## src/sv/coincidence_window_event_builder_macros.svh

```systemverilog
// Assertion macros used by the event builder sequencer.
`ifndef COINCIDENCE_WINDOW_EVENT_BUILDER_MACROS_SVH
`define COINCIDENCE_WINDOW_EVENT_BUILDER_MACROS_SVH

// Same-cycle implication, checked on every rising clock edge outside reset.
`define CWEB_ASSERT_NOW(label, clk, rst, ante, cons, msg) \
   label: assert property (@(posedge clk) disable iff (rst) (ante) |-> (cons)) \
      else $error(msg);

// Next-cycle implication, checked on every rising clock edge outside reset.
`define CWEB_ASSERT_NEXT(label, clk, rst, ante, cons, msg) \
   label: assert property (@(posedge clk) disable iff (rst) (ante) |=> (cons)) \
      else $error(msg);

`endif

```

## src/sv/cweb_pkg.sv

```systemverilog
// Types, constants and register codes of the coincidence window event builder.
package cweb_pkg;

   // Sizes of the block.
   localparam int NUM_SLOTS     = 6;
   localparam int TIME_BITS     = 64;
   localparam int ENERGY_BITS   = 16;
   localparam int CHAN_BITS     = 4;
   localparam int COUNT_BITS    = 4;
   localparam int SLOT_IDX_BITS = 3;
   localparam int SLOT_AW       = (NUM_SLOTS > 1) ? $clog2(NUM_SLOTS) : 1;

   // Configuration register file.
   localparam int WINDOW_BITS    = 31;
   localparam int CSR_IDX_BITS   = 3;
   localparam int CSR_DATA_BITS  = 31;
   localparam int NUM_CHAN_REGS  = 6;
   localparam int CHAN_RESET_BASE = 8;
   localparam logic [WINDOW_BITS-1:0] WINDOW_RESET = WINDOW_BITS'(5000000);
   localparam logic [CSR_IDX_BITS-1:0] CSR_WINDOW = CSR_IDX_BITS'(0);
   localparam logic [CSR_IDX_BITS-1:0] CSR_SLOT0  = CSR_IDX_BITS'(1);

   // Hit counter saturation value.
   localparam logic [COUNT_BITS-1:0] COUNT_MAX = '1;

   // Input action codes.
   localparam logic ACT_HIT   = 1'b0;
   localparam logic ACT_FLUSH = 1'b1;

   // Input transaction payload.
   typedef struct packed {
      logic                   action;
      logic [TIME_BITS-1:0]   hit_time;
      logic [CHAN_BITS-1:0]   hit_channel;
      logic [ENERGY_BITS-1:0] long_energy;
      logic [ENERGY_BITS-1:0] short_energy;
   } req_type;

   // Result transaction payload: one slot record.
   typedef struct packed {
      logic [SLOT_IDX_BITS-1:0] slot_index;
      logic [COUNT_BITS-1:0]    slot_hits;
      logic [TIME_BITS-1:0]     slot_time;
      logic [ENERGY_BITS-1:0]   slot_long;
      logic [ENERGY_BITS-1:0]   slot_short;
      logic [TIME_BITS-1:0]     event_start;
      logic                     last_record;
   } rsp_type;

   // Current configuration as seen by the datapath.
   typedef struct packed {
      logic [WINDOW_BITS-1:0]              window;
      logic [NUM_SLOTS-1:0][CHAN_BITS-1:0] slot_chan;
   } cfg_type;

   // One entry of the slot memory.
   typedef struct packed {
      logic [COUNT_BITS-1:0]  count;
      logic [TIME_BITS-1:0]   stamp;
      logic [ENERGY_BITS-1:0] long_e;
      logic [ENERGY_BITS-1:0] short_e;
   } slot_entry_type;

   // Access request to the slot memory.
   typedef struct packed {
      logic               wr_en;
      logic [SLOT_AW-1:0] wr_addr;
      slot_entry_type     wr_data;
      logic               rd_en;
      logic [SLOT_AW-1:0] rd_addr;
   } ram_ctl_type;

   // Load request to the result register.
   typedef struct packed {
      logic    load;
      rsp_type data;
   } rsp_load_type;

endpackage

```

## src/sv/cweb_csr.sv

```systemverilog
// Configuration registers: coincidence window and slot channel map.
module cweb_csr
   import cweb_pkg::*;
(
   input  logic                     clock,
   input  logic                     reset,
   input  logic                     csr_wen,
   input  logic [CSR_IDX_BITS-1:0]  csr_index,
   input  logic [CSR_DATA_BITS-1:0] csr_wdata,
   output cfg_type                  cfg
);

   logic [WINDOW_BITS-1:0]              window_ff;
   logic [NUM_SLOTS-1:0][CHAN_BITS-1:0] chan_ff;

   // Register writes; slots without a register keep their reset channel.
   always_ff @(posedge clock) begin
      if (reset) begin
         window_ff <= WINDOW_RESET;
         for (int s = 0; s < NUM_SLOTS; s++) begin
            chan_ff[s] <= CHAN_BITS'(CHAN_RESET_BASE + s);
         end
      end else if (csr_wen) begin
         if (csr_index == CSR_WINDOW) begin
            window_ff <= csr_wdata[WINDOW_BITS-1:0];
         end
         for (int s = 0; s < NUM_SLOTS; s++) begin
            if (s < NUM_CHAN_REGS && csr_index == CSR_IDX_BITS'(CSR_SLOT0 + s)) begin
               chan_ff[s] <= csr_wdata[CHAN_BITS-1:0];
            end
         end
      end
   end

   assign cfg.window    = window_ff;
   assign cfg.slot_chan = chan_ff;

endmodule

```

## src/sv/cweb_slot_ram.sv

```systemverilog
// Slot memory: one entry per slot, one access per cycle, registered read data.
module cweb_slot_ram
   import cweb_pkg::*;
(
   input  logic           clock,
   input  ram_ctl_type    ram_ctl,
   output slot_entry_type rd_data
);

   slot_entry_type mem_ff [NUM_SLOTS];
   slot_entry_type rd_data_ff;

   // Synchronous write and read; read data holds until the next read.
   always_ff @(posedge clock) begin
      if (ram_ctl.wr_en) begin
         mem_ff[ram_ctl.wr_addr] <= ram_ctl.wr_data;
      end
      if (ram_ctl.rd_en) begin
         rd_data_ff <= mem_ff[ram_ctl.rd_addr];
      end
   end

   assign rd_data = rd_data_ff;

endmodule

```

## src/sv/cweb_seq.sv

```systemverilog
// Event sequencer: window test, slot read-modify-write and record readout.
`include "coincidence_window_event_builder_macros.svh"
module cweb_seq
   import cweb_pkg::*;
(
   input  logic           clock,
   input  logic           reset,
   input  logic           req_valid,
   output logic           req_ready,
   input  req_type        req_data,
   input  cfg_type        cfg,
   input  logic           out_free,
   output ram_ctl_type    ram_ctl,
   input  slot_entry_type ram_rd_data,
   output rsp_load_type   rsp_load
);

   typedef enum logic [2:0] {
      ST_IDLE,
      ST_UPD_RD,
      ST_UPD_WR,
      ST_EMIT_RD,
      ST_EMIT_LD
   } seq_state_type;

   seq_state_type          state_ff, state_in;
   logic                   event_open_ff, event_open_in;
   logic [TIME_BITS-1:0]   start_time_ff, start_time_in;
   logic [NUM_SLOTS-1:0]   valid_ff, valid_in;
   logic [NUM_SLOTS-1:0]   mask_ff, mask_in;
   logic [SLOT_AW-1:0]     slot_ff, slot_in;
   logic                   reopen_ff, reopen_in;
   req_type                hit_ff, hit_in;

   // Lowest set bit of a slot mask.
   function automatic logic [SLOT_AW-1:0] first_set(input logic [NUM_SLOTS-1:0] m);
      logic [SLOT_AW-1:0] idx;
      idx = '0;
      for (int s = NUM_SLOTS - 1; s >= 0; s--) begin
         if (m[s]) idx = SLOT_AW'(s);
      end
      return idx;
   endfunction

   // Next-state logic and memory and output requests.
   always_comb begin
      logic [TIME_BITS-1:0]   diff;
      logic                   in_window;
      logic [NUM_SLOTS-1:0]   match;
      logic [SLOT_AW-1:0]     pick;
      slot_entry_type         cur;
      logic                   last;

      state_in      = state_ff;
      event_open_in = event_open_ff;
      start_time_in = start_time_ff;
      valid_in      = valid_ff;
      mask_in       = mask_ff;
      slot_in       = slot_ff;
      reopen_in     = reopen_ff;
      hit_in        = hit_ff;
      ram_ctl       = '0;
      rsp_load      = '0;
      req_ready     = 1'b0;

      // Wrapping time since the event start, against the window.
      diff      = req_data.hit_time - start_time_ff;
      in_window = diff < TIME_BITS'(cfg.window);

      for (int s = 0; s < NUM_SLOTS; s++) begin
         match[s] = cfg.slot_chan[s] == req_data.hit_channel;
      end

      pick = first_set(mask_ff);
      // Entries not written in this event read as zero.
      cur  = valid_ff[slot_ff] ? ram_rd_data : '0;
      last = slot_ff == SLOT_AW'(NUM_SLOTS - 1);

      case (state_ff)
         ST_IDLE: begin
            req_ready = 1'b1;
            if (req_valid) begin
               hit_in  = req_data;
               mask_in = match;
               slot_in = '0;
               if (req_data.action == ACT_FLUSH) begin
                  if (event_open_ff) begin
                     reopen_in = 1'b0;
                     state_in  = ST_EMIT_RD;
                  end
               end else if (!event_open_ff) begin
                  event_open_in = 1'b1;
                  start_time_in = req_data.hit_time;
                  state_in      = ST_UPD_RD;
               end else if (in_window) begin
                  state_in = ST_UPD_RD;
               end else begin
                  reopen_in = 1'b1;
                  state_in  = ST_EMIT_RD;
               end
            end
         end

         // Read the next slot that the hit maps to.
         ST_UPD_RD: begin
            if (mask_ff == '0) begin
               state_in = ST_IDLE;
            end else begin
               ram_ctl.rd_en = 1'b1;
               ram_ctl.rd_addr = pick;
               slot_in = pick;
               mask_in = mask_ff & ~(NUM_SLOTS'(1) << pick);
               state_in = ST_UPD_WR;
            end
         end

         // Write the slot back with the new hit and a saturating count.
         ST_UPD_WR: begin
            ram_ctl.wr_en           = 1'b1;
            ram_ctl.wr_addr         = slot_ff;
            ram_ctl.wr_data.count   = (cur.count == COUNT_MAX) ? COUNT_MAX
                                    : COUNT_BITS'(cur.count + 1'b1);
            ram_ctl.wr_data.stamp   = hit_ff.hit_time;
            ram_ctl.wr_data.long_e  = hit_ff.long_energy;
            ram_ctl.wr_data.short_e = hit_ff.short_energy;
            valid_in[slot_ff]       = 1'b1;
            state_in = (mask_ff == '0) ? ST_IDLE : ST_UPD_RD;
         end

         ST_EMIT_RD: begin
            ram_ctl.rd_en   = 1'b1;
            ram_ctl.rd_addr = slot_ff;
            state_in        = ST_EMIT_LD;
         end

         // Hand the slot record to the result register once it is free.
         ST_EMIT_LD: begin
            if (out_free) begin
               rsp_load.load             = 1'b1;
               rsp_load.data.slot_index  = SLOT_IDX_BITS'(slot_ff);
               rsp_load.data.slot_hits   = cur.count;
               rsp_load.data.slot_time   = cur.stamp;
               rsp_load.data.slot_long   = cur.long_e;
               rsp_load.data.slot_short  = cur.short_e;
               rsp_load.data.event_start = start_time_ff;
               rsp_load.data.last_record = last;
               if (last) begin
                  valid_in = '0;
                  if (reopen_ff) begin
                     start_time_in = hit_ff.hit_time;
                     state_in      = ST_UPD_RD;
                  end else begin
                     event_open_in = 1'b0;
                     state_in      = ST_IDLE;
                  end
               end else begin
                  slot_in  = SLOT_AW'(slot_ff + 1'b1);
                  state_in = ST_EMIT_RD;
               end
            end
         end

         default: begin
            state_in = ST_IDLE;
         end
      endcase
   end

   // State and event registers.
   always_ff @(posedge clock) begin
      if (reset) begin
         state_ff      <= ST_IDLE;
         event_open_ff <= 1'b0;
         start_time_ff <= '0;
         valid_ff      <= '0;
         mask_ff       <= '0;
         slot_ff       <= '0;
         reopen_ff     <= 1'b0;
      end else begin
         state_ff      <= state_in;
         event_open_ff <= event_open_in;
         start_time_ff <= start_time_in;
         valid_ff      <= valid_in;
         mask_ff       <= mask_in;
         slot_ff       <= slot_in;
         reopen_ff     <= reopen_in;
      end
      hit_ff <= hit_in;
   end

   // The single memory port is never asked for a read and a write at once.
   `CWEB_ASSERT_NOW(a_one_access, clock, reset, ram_ctl.wr_en, !ram_ctl.rd_en, "slot memory read and write in the same cycle")
   // A record is only loaded when the result register can take it.
   `CWEB_ASSERT_NOW(a_load_free, clock, reset, rsp_load.load, out_free, "record loaded into a busy result register")
   // The final record of an event clears all slots.
   `CWEB_ASSERT_NEXT(a_last_clears, clock, reset, rsp_load.load && rsp_load.data.last_record, valid_ff == '0, "slots not cleared after the final record")
   // Readout only ever runs on an open event.
   `CWEB_ASSERT_NOW(a_emit_open, clock, reset, state_ff == ST_EMIT_RD || state_ff == ST_EMIT_LD, event_open_ff, "readout without an open event")

endmodule

```

## src/sv/coincidence_window_event_builder.sv

```systemverilog
// Coincidence window event builder: top level with the result register.
//
// Hits arrive in timestamp order and are grouped into events by a window
// measured from the hit that opened the event. Six slot entries live in a
// single-port slot memory with registered read data, and every slot
// update is a read followed by a write on that port. A hit that joins or
// opens an event updates each slot mapped to its channel in turn, and a
// hit on an unmapped channel updates none. A closing hit or a flush reads
// out the six slot records in turn, waiting while the result side stalls,
// and a closing hit then takes its own slot update. A flush with no open
// event is accepted and reads out nothing. A finished record waits in the
// result register while the next input transaction is taken.
// Configuration writes take effect on the next cycle.
module coincidence_window_event_builder
   import cweb_pkg::*;
(
   input  logic                     clock,
   input  logic                     reset,
   input  logic                     req_valid,
   output logic                     req_ready,
   input  req_type                  req_data,
   output logic                     rsp_valid,
   input  logic                     rsp_ready,
   output rsp_type                  rsp_data,
   input  logic                     csr_wen,
   input  logic [CSR_IDX_BITS-1:0]  csr_index,
   input  logic [CSR_DATA_BITS-1:0] csr_wdata
);

   cfg_type        cfg;
   ram_ctl_type    ram_ctl;
   slot_entry_type ram_rd_data;
   rsp_load_type   rsp_load;
   logic           out_free;
   logic           rsp_valid_ff, rsp_valid_in;
   rsp_type        rsp_ff, rsp_in;

   cweb_csr u_csr (
      .clock     (clock),
      .reset     (reset),
      .csr_wen   (csr_wen),
      .csr_index (csr_index),
      .csr_wdata (csr_wdata),
      .cfg       (cfg)
   );

   cweb_slot_ram u_slot_ram (
      .clock   (clock),
      .ram_ctl (ram_ctl),
      .rd_data (ram_rd_data)
   );

   cweb_seq u_seq (
      .clock       (clock),
      .reset       (reset),
      .req_valid   (req_valid),
      .req_ready   (req_ready),
      .req_data    (req_data),
      .cfg         (cfg),
      .out_free    (out_free),
      .ram_ctl     (ram_ctl),
      .ram_rd_data (ram_rd_data),
      .rsp_load    (rsp_load)
   );

   // The result register is free when empty or being emptied this cycle.
   assign out_free = !rsp_valid_ff || rsp_ready;

   // Result register next value.
   always_comb begin
      rsp_valid_in = rsp_valid_ff;
      rsp_in       = rsp_ff;
      if (rsp_load.load) begin
         rsp_valid_in = 1'b1;
         rsp_in       = rsp_load.data;
      end else if (rsp_ready) begin
         rsp_valid_in = 1'b0;
      end
   end

   always_ff @(posedge clock) begin
      if (reset) begin
         rsp_valid_ff <= 1'b0;
      end else begin
         rsp_valid_ff <= rsp_valid_in;
      end
      rsp_ff <= rsp_in;
   end

   assign rsp_valid = rsp_valid_ff;
   assign rsp_data  = rsp_ff;

endmodule
```

## config.mk

```make
export PLATFORM = sky130hd
export DESIGN_NAME = coincidence_window_event_builder
export DESIGN_NICKNAME = d
export VERILOG_FILES = /design/src/sv/cweb_pkg.sv /design/src/sv/cweb_csr.sv /design/src/sv/cweb_slot_ram.sv /design/src/sv/cweb_seq.sv /design/src/sv/coincidence_window_event_builder.sv
export VERILOG_INCLUDE_DIRS = /design/src /design/src/sv
export SDC_FILE = /design/constraint.sdc
export NUM_CORES = 1
export LEC_CHECK = 0
export BUFFER_PORTS_ARGS = -buffer_cell sky130_fd_sc_hd__buf_2
export CORE_MARGIN = 3
export CORE_UTILIZATION = 30
export DETAILED_ROUTE_END_ITERATION = 10
export PLACE_DENSITY = 0.55
export SKIP_LAST_GASP = 1
export SLEW_MARGIN = 20
export SYNTH_ARGS = -nofsm -noshare
export SYNTH_HDL_FRONTEND = slang
export SYNTH_HIERARCHICAL = 1
export SYNTH_SLANG_ARGS = --single-unit
```

## constraint.sdc

```tcl
create_clock -name clock -period 8.6 [get_ports clock]
set_input_delay 1.29 -clock clock [delete_from_list [all_inputs] [get_ports clock]]
set_output_delay 1.29 -clock clock [all_outputs]
set_load 0.02 [all_outputs]
```

==> results_dict.tcl <==
set metrics [dict create \
    status "completed" \
    rsz0062_at_grt "no" \
    path_buf_inv 1 \
    routed_via_density 4.92 \
    ys_seq_area_frac 0.666 \
    ys_dominant_reg_cell "edfxtp_1" \
    p_leak_nw 19.4 \
    rr_startpoint "u_seq/start_time_ff[14]$_SDFFE_PP0P_" \
    ys_types 86 \
    drt_wl_total_microns 137000 \
    cpLargestDelayFamily "compound AO/OA/AOI/OAI gates" \
    r2r_cells 20 \
    cts.clk_slew.worst_paths_ns 0.06 \
    die_area_sq_mm 0.164 \
    drt-wirelength-per-cell_microns 23.0 \
    async_flop_share 0 \
    drc 0 \
    grt_max_degree 159 \
    start_kind "input pin" \
    rows 145 \
    power.density_mw_per_mm2 250 \
    min_path_cells 2 \
    fin_cells 5947 \
    die_h_microns 404 \
    hold_path_end "u_seq/valid_ff[0]$_SDFFE_PP0P_" \
    r2r_setup_slack_ns 3.58 \
    layout_commonest_cell "edfxtp_1" \
    grt_usage 0.164 \
    antenna_found_initial 38 \
    worst_pin_slew_ns 1.12 \
    ys_ff_latch 1104 \
    mostFrequentLayoutCells "edfxtp_1 (964), buf_2 (308), nor2_1 (259)" \
    synthToLayoutAreaGrowth_pct 15.6 \
    multi_input_area_sq_mm 0.0143 \
    vias 29281 \
    dp_hpwl_microns 86900 \
    clock-sinks 1104 \
    die_w_microns 404 \
    fin_crit_sh 0.616 \
    yosysTopAreaCell "edfxtp_1" \
    grt_pass1_vias 29445 \
    path_cells "buf_2 -> ha_1 -> a21oi_1 -> o21ai_1 -> a21oi_1 -> nand3_1 -> a31oi_1 -> o21ai_0 -> xor2_1 -> ha_1 -> a21o_1 -> a21o_1 -> a21oi_1 -> nand4b_1 -> o2bb2ai_1 -> nor4b_1 -> and4_1 -> nand4_1 -> nor4b_2 -> o31ai_1" \
    drt-initial-drc-count 2202 \
    max_cap_violations 0 \
    syn_avg_cell_area_sq_um 13.6 \
    syn_area_sq_mm 0.0476 \
    synth_top_cell_area_share 0.608 \
    fmax_mhz 189 \
    cts_buffers 119 \
    dp.cells 5706 \
    required_ns 9.22 \
    reg2reg_to "u_seq/state_ff[1]$_SDFFE_PP0P_" \
    fin_skew_ns 0.0330 \
    clock_path_buffers 3 \
    slowest_stage "ha_1" \
    yosys_warnings 6 \
    cts_resized 0 \
    power.total_mw 13.8 \
    core_area_sq_mm 0.157 \
    cp_max_fo 8 \
    ios 310 \
    hp-class "reg -> reg" \
    hp-start "u_seq/valid_ff[0]$_SDFFE_PP0P_" \
    grt_overflow 0 \
    fillers 15185 \
    gp_congestion 0.878 \
    netlist_instances 3505 \
    grt_pass1_wl_microns 198000 \
    cp_slowest_stage_delay_ns 0.41 \
    regArea_sq_mm 0.0318 \
    cts_setup_buffers 0 \
    cts_tree "done" \
    synth_edf_count 964 \
    insertion_delay_ns 0.74 \
    ir_worst_vdd_v 0.000161 \
    clock_tree.root_cell "clkbuf_16" \
    drt_pass1_iterations 5 \
    ctsHoldBuffers 0 \
    ant_nets 0 \
    cp.arrival_ns 5.91 \
    slew_viol_final 0 \
    syn_nets 3742 \
    setup_violations 0 \
    start_util 0.304 \
    slew_headroom 0.251 \
    worst_setup_path_end_kind "register" \
    htree_levels 3 \
    cp_common_cell "a21oi_1" \
    port_buffers 309 \
    nets 4006 \
    period_needed_ns 5.30 \
    synthTopCellsByArea "edfxtp_1 (61%), dfxtp_1 (5.9%), mux2_2 (4.8%)" \
    hold_violations 0 \
    layout-drive-gt1-share 0.200 \
    worstSetupPathType "in -> reg" \
]
per-stage QoR:
| step | setup WS [ns] | hold WS (ns) | setup TNS, ns | util | instance area [sq um] |
|---|---|---|---|---|---|
| after global placement | 2.70 | 0.448 | 0 | 0.325 | 51100 |
| after CTS | 3.44 | 0.472 | 0 | 0.351 | 55000 |
| after floorplan | -0.260 | 0.431 | -51.96 | - | 47600 |
| after global routing | 2.94 | 0.488 | 0 | 0.351 | 55000 |
| after detailed placement | 2.63 | 0.457 | 0 | 0.325 | 51100 |
| final | 3.30 | 0.471 | 0 | 0.351 | 55100 |
synth_stat cells (33+ instances only):
cell type	count
mux2i_1	161
nor2_1	266
and2_1	203
a21oi_1	219
clkbuf_1	120
nand2_1	224
xnor2_1	43
ha_1	96
nand2b_1	65
o22ai_1	100
o21ai_0	58
nor3_1	33
dfxtp_1	140
inv_1	127
mux2_2	201
a311oi_1	67
edfxtp_1	964
nand4_1	43
flip-flops by register name (all words and copies together), names as in the netlist:
| name | count |
|---|---|
| u_slot_ram/rd_data | 100 |
| u_seq/mask_ff | 6 |
| u_slot_ram/mem_ff | 600 |
| u_seq/event_open_ff | 1 |
| u_seq/reopen_ff | 1 |
| rsp_valid | 1 |
| u_csr/cfg | 24 |
| u_seq/hit_ff | 96 |
| u_seq/start_time_ff | 64 |
| u_csr/window_ff | 31 |
| u_seq/valid_ff | 6 |
| rsp_data | 168 |
| u_seq/slot_ff | 3 |
| u_seq/state_ff | 3 |
how the worst max path moves through the flow:
stage / from / end / slack, ns / cells past startpoint
floorplan: u_seq/state_ff[1]$_SDFFE_PP0P_ / u_slot_ram/mem_ff[0][0]$_DFFE_PP_ / -0.26 / 7
global placement: req_data[50] / u_seq/state_ff[1]$_SDFFE_PP0P_ / 2.70 / 20
detailed placement: req_data[50] / u_seq/state_ff[1]$_SDFFE_PP0P_ / 2.63 / 20
CTS: req_data[50] / u_seq/state_ff[1]$_SDFFE_PP0P_ / 3.44 / 20
global route: req_data[50] / u_seq/state_ff[1]$_SDFFE_PP0P_ / 2.94 / 20
finish: req_data[50] / u_seq/state_ff[1]$_SDFFE_PP0P_ / 3.30 / 20
power breakdown:
group          internal [mW]  total (mW)  leakage, nW  switching (mW)
clock                   2.98        5.16         1.93            2.18
combinational          0.755        2.19         6.94            1.44
sequential              6.27        6.40         10.5           0.131
total                   10.0        13.8         19.4            3.75
final cells by class:
class / count / share of cell area
diodes: 16 / 0.000727
multi-input cells: 2067 / 0.261
inverters: 129 / 0.00907
repair buffers: 348 / 0.0341
flip-flops and latches: 1104 / 0.577
clock buffers: 146 / 0.0574
clock inverters: 79 / 0.0147
well taps: 2058 / 0.0468
worst min-delay path, delay by kind of cell, from the launching register on:
kind / cells / cell delay [ns]
AOI/OAI and AO/OA: 1 / 0.04
and+or+nand+nor: 1 / 0.07
DFF: 1 / 0.32
layer usage:
metal	up-vias	GRT usage	wire length (microns)
li1	13601	-	-
met1	14685	0.221	60500
met2	765	0.262	63700
met3	210	0.0340	8760
met4	20	0.0535	3790
met5	-	0	130
logic make-up (layout without fill, tap and decap cells):
group,Yosys count,after routing,share of synthesized area
other,0,16,0
AOI/OAI and AO/OA,607,607,0.0813
muxes,364,364,0.0821
DFF,1104,1104,0.666
xor gates and xnor gates,66,66,0.0121
and+or+nand+nor,933,933,0.0979
adders and majority gates,97,97,0.0256
buffers and inverters,334,702,0.0345
No activity file was read; power rests on OpenSTA's default activity.
